===== src/rtl/bde_pkg.sv =====
package bde_pkg;

   localparam logic [15:0] DEFAULT_DEBOUNCE = 16'd2;
   localparam logic [7:0]  LONG_REPEAT      = 8'd1;
   localparam logic [7:0]  HOLD_RESTART     = 8'd50;
   localparam logic [7:0]  HOLD_TOP         = 8'hFF;

   localparam int unsigned CSR_ADDR_WIDTH = 4;

   // register indexes, taken from paddr[3:2]
   localparam logic [1:0] REG_TRIGGER_LEVEL  = 2'd0;
   localparam logic [1:0] REG_DEBOUNCE_TICKS = 2'd1;
   localparam logic [1:0] REG_LONG_TICKS     = 2'd2;
   localparam logic [1:0] REG_LONG_ENABLED   = 2'd3;

   typedef enum logic [1:0] {
      PH_IDLE     = 2'd0,
      PH_PRESSED  = 2'd1,
      PH_RELEASED = 2'd2
   } phase_type;

   typedef enum logic [1:0] {
      EV_NONE  = 2'd0,
      EV_PRESS = 2'd1,
      EV_LONG  = 2'd2
   } event_type;

   typedef struct packed {
      logic      up_event;
      logic      click_event;
      logic      long_event;
      logic      long_release_event;
      phase_type button_phase;
      event_type last_event;
   } rsp_type;

endpackage


===== src/rtl/bde_rsp_queue.sv =====
module bde_rsp_queue
   import bde_pkg::*;
(
   input  logic    clock,
   input  logic    reset,
   input  logic    in_valid,
   output logic    in_stall,
   input  rsp_type in_data,
   output logic    out_valid,
   input  logic    out_stall,
   output rsp_type out_data
);

   localparam int unsigned DEPTH = 2;
   localparam int unsigned PTR_W = $clog2(DEPTH);

   rsp_type              entry_ff [DEPTH];
   logic [PTR_W-1:0]     wr_ptr_ff, wr_ptr_in;
   logic [PTR_W-1:0]     rd_ptr_ff, rd_ptr_in;
   logic [PTR_W:0]       count_ff, count_in;
   logic                 push, pop;

   assign in_stall  = (count_ff == (PTR_W+1)'(DEPTH));
   assign out_valid = (count_ff != '0);
   assign out_data  = entry_ff[rd_ptr_ff];

   assign push = in_valid && !in_stall;
   assign pop  = out_valid && !out_stall;

   always_comb begin
      wr_ptr_in = push ? wr_ptr_ff + PTR_W'(1) : wr_ptr_ff;
      rd_ptr_in = pop ? rd_ptr_ff + PTR_W'(1) : rd_ptr_ff;
      count_in  = count_ff + (PTR_W+1)'(push) - (PTR_W+1)'(pop);
   end

   always_ff @(posedge clock) begin
      if (reset) begin
         wr_ptr_ff <= '0;
         rd_ptr_ff <= '0;
         count_ff  <= '0;
      end else begin
         wr_ptr_ff <= wr_ptr_in;
         rd_ptr_ff <= rd_ptr_in;
         count_ff  <= count_in;
      end
   end

   always_ff @(posedge clock) begin
      if (push) begin
         entry_ff[wr_ptr_ff] <= in_data;
      end
   end

endmodule


===== src/rtl/button_debounce_event_detector.sv =====
// Debounced push-button event detector.
// Input channel (req_*): one transaction per sampling tick, carrying the
// sampled pin level. Result channel (rsp_*): exactly one transaction per
// input tick, carrying the up / click / long / long-release flags, the phase
// and the last event code after that tick.
// A result is written into the result queue when its input is accepted.
// Throughput: one tick per clock cycle while req_stall is low; the state
// update is a single pass of counter increments and compares between the
// state registers and a two-entry result queue.
// When the receiver stalls, results wait in the queue; input keeps being
// accepted until both entries are full, then req_stall rises until a result
// is taken.
// Reset (synchronous, active high) clears all but queue data, sets the stable
// level to 1 (inverse of the reset trigger level) and empties the queue.
// Configuration (APB-style, always ready) is meant to be written only when
// no results are pending; writing trigger_level also reloads the stable level.
module button_debounce_event_detector
   import bde_pkg::*;
(
   input  logic                      clock,
   input  logic                      reset,
   input  logic                      req_valid,
   output logic                      req_stall,
   input  logic                      req_level,
   output logic                      rsp_valid,
   input  logic                      rsp_stall,
   output logic                      rsp_up_event,
   output logic                      rsp_click_event,
   output logic                      rsp_long_event,
   output logic                      rsp_long_release_event,
   output logic [1:0]                rsp_button_phase,
   output logic [1:0]                rsp_last_event,
   input  logic                      psel,
   input  logic                      penable,
   input  logic                      pwrite,
   input  logic [CSR_ADDR_WIDTH-1:0] paddr,
   input  logic [31:0]               pwdata,
   output logic [31:0]               prdata,
   output logic                      pready
);

   logic        trigger_ff;
   logic [15:0] deb_ticks_ff;
   logic [15:0] long_ticks_ff;
   logic        long_en_ff;

   logic        stable_ff, stable_in;
   logic [15:0] deb_cnt_ff, deb_cnt_in;
   logic [7:0]  hold_ff, hold_in;
   logic [7:0]  cycle_ff, cycle_in;
   phase_type   phase_ff, phase_in;
   event_type   event_ff, event_in;

   logic [15:0] deb_limit, long_limit, deb_inc;
   logic        csr_write, req_accept;
   logic [1:0]  reg_index;
   rsp_type     step_rsp, head_rsp;

   assign pready     = 1'b1;
   assign reg_index  = paddr[3:2];
   assign csr_write  = psel && penable && pwrite && pready;
   assign req_accept = req_valid && !req_stall;

   assign deb_limit  = (deb_ticks_ff != '0) ? deb_ticks_ff : DEFAULT_DEBOUNCE;
   assign long_limit = (long_ticks_ff != '0) ? long_ticks_ff : {8'd0, LONG_REPEAT};
   assign deb_inc    = deb_cnt_ff + 16'd1;

   always_comb begin
      unique case (reg_index)
         REG_TRIGGER_LEVEL:  prdata = {31'd0, trigger_ff};
         REG_DEBOUNCE_TICKS: prdata = {16'd0, deb_ticks_ff};
         REG_LONG_TICKS:     prdata = {16'd0, long_ticks_ff};
         REG_LONG_ENABLED:   prdata = {31'd0, long_en_ff};
         default:            prdata = '0;
      endcase
   end

   always_comb begin
      stable_in = stable_ff;
      deb_cnt_in = deb_cnt_ff;
      hold_in = hold_ff;
      cycle_in = cycle_ff;
      phase_in = phase_ff;
      event_in = event_ff;
      step_rsp = '0;

      // debounce: accept a changed level once it has persisted long enough
      if (req_level != stable_ff) begin
         if (deb_inc >= deb_limit) begin
            stable_in = req_level;
            deb_cnt_in = '0;
            hold_in = '0;
            cycle_in = '0;
            if (req_level == trigger_ff) begin
               phase_in = PH_PRESSED;
            end else begin
               phase_in = PH_RELEASED;
               step_rsp.up_event = 1'b1;
            end
         end else begin
            deb_cnt_in = deb_inc;
         end
      end else begin
         deb_cnt_in = '0;
      end

      // phase handling sees the level accepted in this same tick
      unique case (phase_in)
         PH_PRESSED: begin
            if (stable_in == trigger_ff) begin
               event_in = EV_PRESS;
               hold_in = hold_in + 8'd1;
               if ({8'd0, hold_in} >= long_limit) begin
                  cycle_in = cycle_in + 8'd1;
                  if (cycle_in >= LONG_REPEAT) begin
                     cycle_in = '0;
                     if (long_en_ff) begin
                        event_in = EV_LONG;
                        step_rsp.long_event = 1'b1;
                        phase_in = PH_IDLE;
                     end
                  end
                  if (hold_in == HOLD_TOP) begin
                     hold_in = HOLD_RESTART;
                  end
               end
            end
         end
         PH_RELEASED: begin
            if (event_ff == EV_PRESS) begin
               hold_in = '0;
               step_rsp.click_event = 1'b1;
               phase_in = PH_IDLE;
            end else if (event_ff == EV_LONG) begin
               hold_in = '0;
               step_rsp.long_release_event = 1'b1;
               phase_in = PH_IDLE;
            end
         end
         default: begin
            hold_in = '0;
            cycle_in = '0;
         end
      endcase

      step_rsp.button_phase = phase_in;
      step_rsp.last_event = event_in;
   end

   always_ff @(posedge clock) begin
      if (reset) begin
         trigger_ff    <= 1'b0;
         deb_ticks_ff  <= '0;
         long_ticks_ff <= '0;
         long_en_ff    <= 1'b0;
         stable_ff     <= 1'b1;
         deb_cnt_ff    <= '0;
         hold_ff       <= '0;
         cycle_ff      <= '0;
         phase_ff      <= PH_IDLE;
         event_ff      <= EV_NONE;
      end else if (csr_write) begin
         unique case (reg_index)
            REG_TRIGGER_LEVEL: begin
               trigger_ff <= pwdata[0];
               stable_ff  <= ~pwdata[0];
            end
            REG_DEBOUNCE_TICKS: deb_ticks_ff  <= pwdata[15:0];
            REG_LONG_TICKS:     long_ticks_ff <= pwdata[15:0];
            REG_LONG_ENABLED:   long_en_ff    <= pwdata[0];
            default: ;
         endcase
      end else if (req_accept) begin
         stable_ff  <= stable_in;
         deb_cnt_ff <= deb_cnt_in;
         hold_ff    <= hold_in;
         cycle_ff   <= cycle_in;
         phase_ff   <= phase_in;
         event_ff   <= event_in;
      end
   end

   bde_rsp_queue u_rsp_queue (
      .clock     (clock),
      .reset     (reset),
      .in_valid  (req_valid),
      .in_stall  (req_stall),
      .in_data   (step_rsp),
      .out_valid (rsp_valid),
      .out_stall (rsp_stall),
      .out_data  (head_rsp)
   );

   assign rsp_up_event           = head_rsp.up_event;
   assign rsp_click_event        = head_rsp.click_event;
   assign rsp_long_event         = head_rsp.long_event;
   assign rsp_long_release_event = head_rsp.long_release_event;
   assign rsp_button_phase       = head_rsp.button_phase;
   assign rsp_last_event         = head_rsp.last_event;

endmodule


===== config.mk =====
export PLATFORM = sky130hd
export DESIGN_NAME = button_debounce_event_detector
export DESIGN_NICKNAME = d
export VERILOG_FILES = /design/src/rtl/bde_pkg.sv /design/src/rtl/bde_rsp_queue.sv /design/src/rtl/button_debounce_event_detector.sv
export SDC_FILE = /design/constraint.sdc
export NUM_CORES = 1
export LEC_CHECK = 0
export BUFFER_PORTS_ARGS = -buffer_cell sky130_fd_sc_hd__buf_2
export CORE_MARGIN = 8
export CORE_UTILIZATION = 25
export CTS_BUF_LIST = sky130_fd_sc_hd__clkbuf_8 sky130_fd_sc_hd__clkbuf_16
export CTS_CLUSTER_SIZE = 8
export DETAILED_ROUTE_END_ITERATION = 7
export PLACE_DENSITY_LB_ADDON = 0.3
export SYNTH_ARGS = -nofsm -noshare
export SYNTH_HDL_FRONTEND = slang
export SYNTH_SLANG_ARGS = --single-unit

===== constraint.sdc =====
create_clock -name clock -period 6.8 [get_ports clock]
set_input_delay 0.34 -clock clock [delete_from_list [all_inputs] [get_ports clock]]
set_output_delay 0.34 -clock clock [all_outputs]
set_load 0.01 [all_outputs]

==> reports/qor.txt, run 1 <==
status -> completed
Clock Tree Buf Depth -> 2
post-route cell area -> 6250 um2
initial antenna violation count -> 0
postcts setup bufs -> 0
max frequency -> 0.160 GHz
vias after detailed routing -> 4,569
non-filler cells, final -> 976
cells after synthesis -> 651
Hold Path Class -> in2reg
GRT Overall Usage -> 11.0%
Unique masters post-synth -> 68
Slew Viols, Final -> 0
critical path type -> reg2reg
Final Cycle Share -> 91.7%
CP peak stage delay -> 0.43 ns
Peak supply drop -> 138 uV
Vias/cell -> 4.68
global route overflow -> 0
Core ar. -> 21,700 um2
drt first pass iters -> 4
WP data required -> 6.90 ns
Ant. Diodes -> 0
antenna-violating nets left -> 0
Final setup viols -> 0
max-cap violation count -> 0
WP data arrival -> 6.33 ns
Ys Warns -> 0
routed wire length -> 14.3 mm
starting density of the core -> 25.3%
Post-synth ARST share -> 0%
CTS tree -> done
largest net degree at the start of global routing -> 64
skew final -> 0.00784 ns
# H-tree levels -> 3
power density over cell area -> 232 nW/um2
clock-pin slew on the worst setup and hold paths -> 0.07 ns
startpoint types -> flop
Ports -> 87
Max FO, Critical Path -> 7
GP Congestion -> 0.774
port bufs -> 51
DRC Markers -> 0
Starting DRT DRC Count -> 301
CTS root buf -> clkbuf_16
Slew @ Worst Pin -> 0.752 ns
ys flop type -> dfxtp_1
later-pin clock latency in the skew report -> 0.35 ns
commonest non-fill, non-tap cell in the layout -> nand2_1
RSZ-0062 raised after global routing -> no
slowest stage cell, crit path -> dfxtp_1
routed len/inst -> 14.6 um
Leak -> 2.47 nW
CTS Buf Count -> 9
Cell Area, Placed -> 5960 um2
most frequent cells in the layout -> nand2_1 (97), dfxtp_1 (76), a21oi_1 (53)
die width -> 164 um
Critical Path Sink Type -> flop
fraction of layout cells with a size suffix above 1 -> 15.4%
Final #Nets -> 769
vias in the first global route -> 4,536
Yosys reg bits -> 92
sequential fraction of the synthesis area -> 36.5%
area delta synth->final -> 14.2%
first-pass GRT wire length -> 23.7 mm
CTS Sinks -> 92
Slew headroom -> 49.9%
Mean Syn Cell Area -> 8.42 um2
crit path time final -> 6.24 ns
setup TNS -> 0 ns
die area -> 26,900 um2
EDFF count, synth -> 16
DP HPWL -> 10.6 mm
num rows -> 54
Final Hold Viols -> 0
placed cells -> 960
Die H -> 164 um
synthesized area -> 5480 um2
[final timing paths]
check | from | endpoint | cells after the start | slack (ns)
min | pwdata[9] | long_ticks_ff[9]$_SDFFE_PP0P_ | 3 | 0.23
max | deb_cnt_ff[2]$_SDFFE_PP0P_ | u_rsp_queue.entry_ff[1][3]$_DFFE_PP_ | 27 | 0.56
min reg2reg | long_ticks_ff[11]$_SDFFE_PP0P_ | long_ticks_ff[11]$_SDFFE_PP0P_ | 2 | 0.47
max reg2reg | deb_cnt_ff[2]$_SDFFE_PP0P_ | u_rsp_queue.entry_ff[1][3]$_DFFE_PP_ | 27 | 0.56
[worst max-delay path, delay by kind of cell, from the launching register on]
| family | cells | cell delay (ns) |
|---|---|---|
| adders and majority gates | 3 | 0.80 |
| AOI/OAI and AO/OA | 6 | 1.41 |
| and+or+nand+nor | 15 | 2.85 |
| xor gates and xnor gates | 2 | 0.38 |
| buffers and inverters | 1 | 0.10 |
| DFF | 1 | 0.43 |
[cells in the mapped netlist (all sizes together), types with 8 or more instances]
cell	instances	share of area, %
o21ai	24	2.2
and2	10	1.2
xnor2	17	2.7
dfxtp	76	28
xor2	10	1.6
a21oi	55	5.3
edfxtp	16	8.8
ha	34	7.8
and3	12	1.4
mux2	8	1.6
nor2	51	3.5
a22o	20	3.2
nor4	13	2.1
nand2	98	6.7
nand3	23	2.2
buf	19	2.6
nor3	12	1.4
a22oi	9	1.2
nor2b	8	0.91
inv	37	2.5
clkbuf	26	1.8
[area by class of cell]
type,instances,area (um2)
clock buffer,10,239
clock inverter,6,38.8
fill,2335,15400
inverter,37,139
multi-input combinational,492,3170
sequential,92,2000
tap,280,350
timing repair buffer,59,315
[layer usage]
metal / track usage, % / wire length (um)
met5: 0 / 0
met4: 3.47 / 184
met3: 2.88 / 822
met2: 15.6 / 5750
met1: 15.8 / 7530
[power breakdown]
part	switching, mW	internal [mW]	total (mW)
logic	0.218	0.139	0.357
registers	0.0257	0.594	0.619
clock network	0.220	0.257	0.478
[registers in the layout (all words and copies together) (netlist names), 2 cells and up, named ones only]
| register | flops |
|---|---|
| cycle_ff | 8 |
| deb_cnt_ff | 16 |
| deb_ticks_ff | 16 |
| event_ff | 2 |
| hold_ff | 8 |
| long_ticks_ff | 16 |
| phase_ff | 2 |
| u_rsp_queue.count_ff | 2 |
| u_rsp_queue.entry_ff | 16 |
[metrics by stage]
step	hold slack [ns]	power, mW	setup WS, ns	util, %
after floorplan	0.446	0.890	1.14	-
after CTS	0.218	1.47	0.335	28.8
after global routing	0.220	1.55	0.0733	28.8
after detailed placement	0.466	0.987	0.358	27.5
after global placement	0.458	0.985	0.425	27.5
final	0.231	1.45	0.565	28.8
[timing repair]
| action | in CTS | in global routing |
|---|---|---|
| resized for setup | 0 | 3 |
| endpoints found under the setup margin | 0 | 10 |
| hold buffers | 0 | 0 |
[logic make-up (layout without fill, tap and decap cells)]
family / Yosys count / after routing / share of synthesized area [%]
other: 2 / 17 / 0.137
multiplexers: 12 / 12 / 2.60
flip-flops: 92 / 92 / 36.5
buffers and inverters: 82 / 112 / 6.87
XOR/XNOR: 27 / 27 / 4.32
adder cells (fa/ha/maj): 34 / 34 / 7.76
AO/OA/AOI/OAI: 142 / 142 / 18.3
AND/OR/NAND/NOR: 260 / 260 / 23.5
Power figures use the tool's default switching activity.
==> run 2, diff against run 1 <==
--- a/config.mk
+++ b/config.mk
@@ -11,6 +11,7 @@
 export CTS_BUF_LIST = sky130_fd_sc_hd__clkbuf_8 sky130_fd_sc_hd__clkbuf_16
 export CTS_CLUSTER_SIZE = 8
 export DETAILED_ROUTE_END_ITERATION = 7
+export MAX_ROUTING_LAYER = met4
 export PLACE_DENSITY_LB_ADDON = 0.3
 export SYNTH_ARGS = -nofsm -noshare
 export SYNTH_HDL_FRONTEND = slang
==> run 2 against run 1 <==
Against the previous run:
- hold slack worse by 0.0018 ns
- non-clock buffer count unchanged
- fmax down 0.18%
- die area unchanged
- wire length up 0.64%
- largest cell class unchanged
- total power up 0.16%
==> reports/qor.txt, run 2 (synthesis gave the netlist of run 1 again) <==
status -> completed (unchanged)
starting density of the core -> 25.3% (unchanged)
crit path time final -> 6.25 ns (was 6.24 ns)
Reg area -> 2000 um2 (unchanged)
max-cap violation count -> 0 (unchanged)
Final Hold Viols -> 0 (unchanged)
Total Power -> 1.46 mW (was 1.45 mW)
CTS root buf -> clkbuf_16 (unchanged)
later-pin clock latency in the skew report -> 0.35 ns (about the same)
sequential power share -> 42.6% (about the same)
max frequency -> 0.160 GHz (about the same)
P_int -> 0.990 mW (about the same)
setup TNS -> 0 ns (unchanged)
drt first pass iters -> 5 (was 4)
Ports -> 87 (unchanged)
Die H -> 164 um (unchanged)
Slew @ Worst Pin -> 0.753 ns (was 0.752 ns)
GRT Overall Usage -> 11.3% (was 11.0%)
Peak supply drop -> 138 uV (about the same)
largest net degree at the start of global routing -> 64 (unchanged)
part of the power in combinational logic -> 24.6% (was 24.5%)
Largest delay share family, worst path -> simple AND/OR/NAND/NOR gates (unchanged)
Clock power frac -> 32.9% (about the same)
Leak -> 2.47 nW (unchanged)
Core ar. -> 21,700 um2 (unchanged)
fraction of layout cells with a size suffix above 1 -> 15.4% (unchanged)
# H-tree levels -> 3 (unchanged)
CTS Buf Count -> 9 (unchanged)
die width -> 164 um (unchanged)
switching power -> 0.466 mW (was 0.464 mW)
num rows -> 54 (unchanged)
vias after detailed routing -> 4,564 (was 4,569)
GP Congestion -> 0.784 (was 0.774)
WP buf/inv -> 1 (unchanged)
commonest non-fill, non-tap cell in the layout -> nand2_1 (unchanged)
routed wire length -> 14.4 mm (was 14.3 mm)
initial antenna violation count -> 0 (unchanged)
critical path type -> reg2reg (unchanged)
DP HPWL -> 10.6 mm (unchanged)
CP peak stage delay -> 0.43 ns (about the same)
RSZ-0062 raised after global routing -> no (unchanged)
WP data required -> 6.90 ns (about the same)
Slew Viols, Final -> 0 (unchanged)
global route overflow -> 0 (unchanged)
DRC Markers -> 0 (unchanged)
postcts setup bufs -> 0 (unchanged)
Sw Ratio -> 32.0% (was 31.9%)
Clock Tree Buf Depth -> 2 (unchanged)
Ant. Diodes -> 0 (unchanged)
Final Cycle Share -> 91.9% (was 91.7%)
Final #Nets -> 769 (unchanged)
die area -> 26,900 um2 (unchanged)
clock-pin slew on the worst setup and hold paths -> 0.07 ns (about the same)
startpoint types -> flop (unchanged)
Vias/cell -> 4.68 (about the same)
Critical Path Sink Type -> flop (unchanged)
slowest stage cell, crit path -> dfxtp_1 (unchanged)
area delta synth->final -> 14.2% (unchanged)
most frequent cells in the layout -> nand2_1 (97), dfxtp_1 (76), a21oi_1 (53) (unchanged)
Fillers -> 2,335 (unchanged)
Final setup viols -> 0 (unchanged)
WP data arrival -> 6.34 ns (was 6.33 ns)
Hold Path Class -> in2reg (unchanged)
CTS tree -> done (unchanged)
first-pass GRT wire length -> 23.6 mm (was 23.7 mm)
Starting DRT DRC Count -> 301 (unchanged)
multi-input combinational cell area -> 3170 um2 (unchanged)
routed len/inst -> 14.7 um (was 14.6 um)
antenna-violating nets left -> 0 (unchanged)
CTS Sinks -> 92 (unchanged)
vias in the first global route -> 4,543 (was 4,536)
Slew headroom -> 49.8% (was 49.9%)
skew final -> 0.00784 ns (about the same)
power density over cell area -> 233 nW/um2 (was 232 nW/um2)
port bufs -> 51 (unchanged)
Max FO, Critical Path -> 7 (unchanged)
==> run 2: path summary, 6_finish.rpt <==
check / startpoint / endpoint / slack (ns) / cells past startpoint
hold reg to reg: long_ticks_ff[13]$_SDFFE_PP0P_ / long_ticks_ff[13]$_SDFFE_PP0P_ / 0.47 / 2
setup / recovery: deb_cnt_ff[2]$_SDFFE_PP0P_ / u_rsp_queue.entry_ff[1][3]$_DFFE_PP_ / 0.55 / 27
hold / removal: pwdata[9] / long_ticks_ff[9]$_SDFFE_PP0P_ / 0.23 / 3
setup reg to reg: deb_cnt_ff[2]$_SDFFE_PP0P_ / u_rsp_queue.entry_ff[1][3]$_DFFE_PP_ / 0.55 / 27
==> run 2: power groups by stage <==
stage               Combinational [mW]  Sequential [mW]  Clock, mW
floorplan                        0.272            0.618          0
global placement                 0.353            0.632          0
detailed placement               0.354            0.632          0
CTS                              0.356            0.620      0.495
global route                     0.401            0.626      0.518
finish                           0.357            0.619      0.479
==> run 2: tightest hold or removal path: stages <==
cell,delay [ns]
buf_2,0.10
nand2_1,0.05
a21oi_1,0.05
==> run 2: per-layer routing <==
layer / vias to the layer above / part of all wire, % / track usage, % / wire [um]
met3: 11 / 5.0 / 2.58 / 714
met1: 2110 / 53 / 16.0 / 7680
met2: 105 / 40 / 15.6 / 5800
met5: - / 0 / - / 0
met4: 0 / 1.2 / 3.47 / 177
li1: 2338 / - / - / -
==> run 2: cell type report <==
type,count,share of cell area [%]
sequential,92,32.0
clock buffer,10,3.82
timing repair buffer,59,5.04
multi-input combinational,492,50.7
clock inverter,6,0.620
tap,280,5.60
inverter,37,2.22
==> run 2: stage by stage <==
step                      worst slack, ns  util, %  hold slack [ns]  area (um2)  instances
after global routing               0.0718     28.8            0.220        6250        976
after floorplan                      1.14        -            0.446        5540        666
final                               0.554     28.8            0.229        6250        976
after global placement              0.425     27.5            0.458        5960        960
after detailed placement            0.358     27.5            0.466        5960        960
after CTS                           0.335     28.8            0.218        6240        976
==> run 2: repair_timing <==
item / CTS / global route
hold buffers: 0 / 0
setup endpoints to repair: 0 / 10
resized for setup: 0 / 3
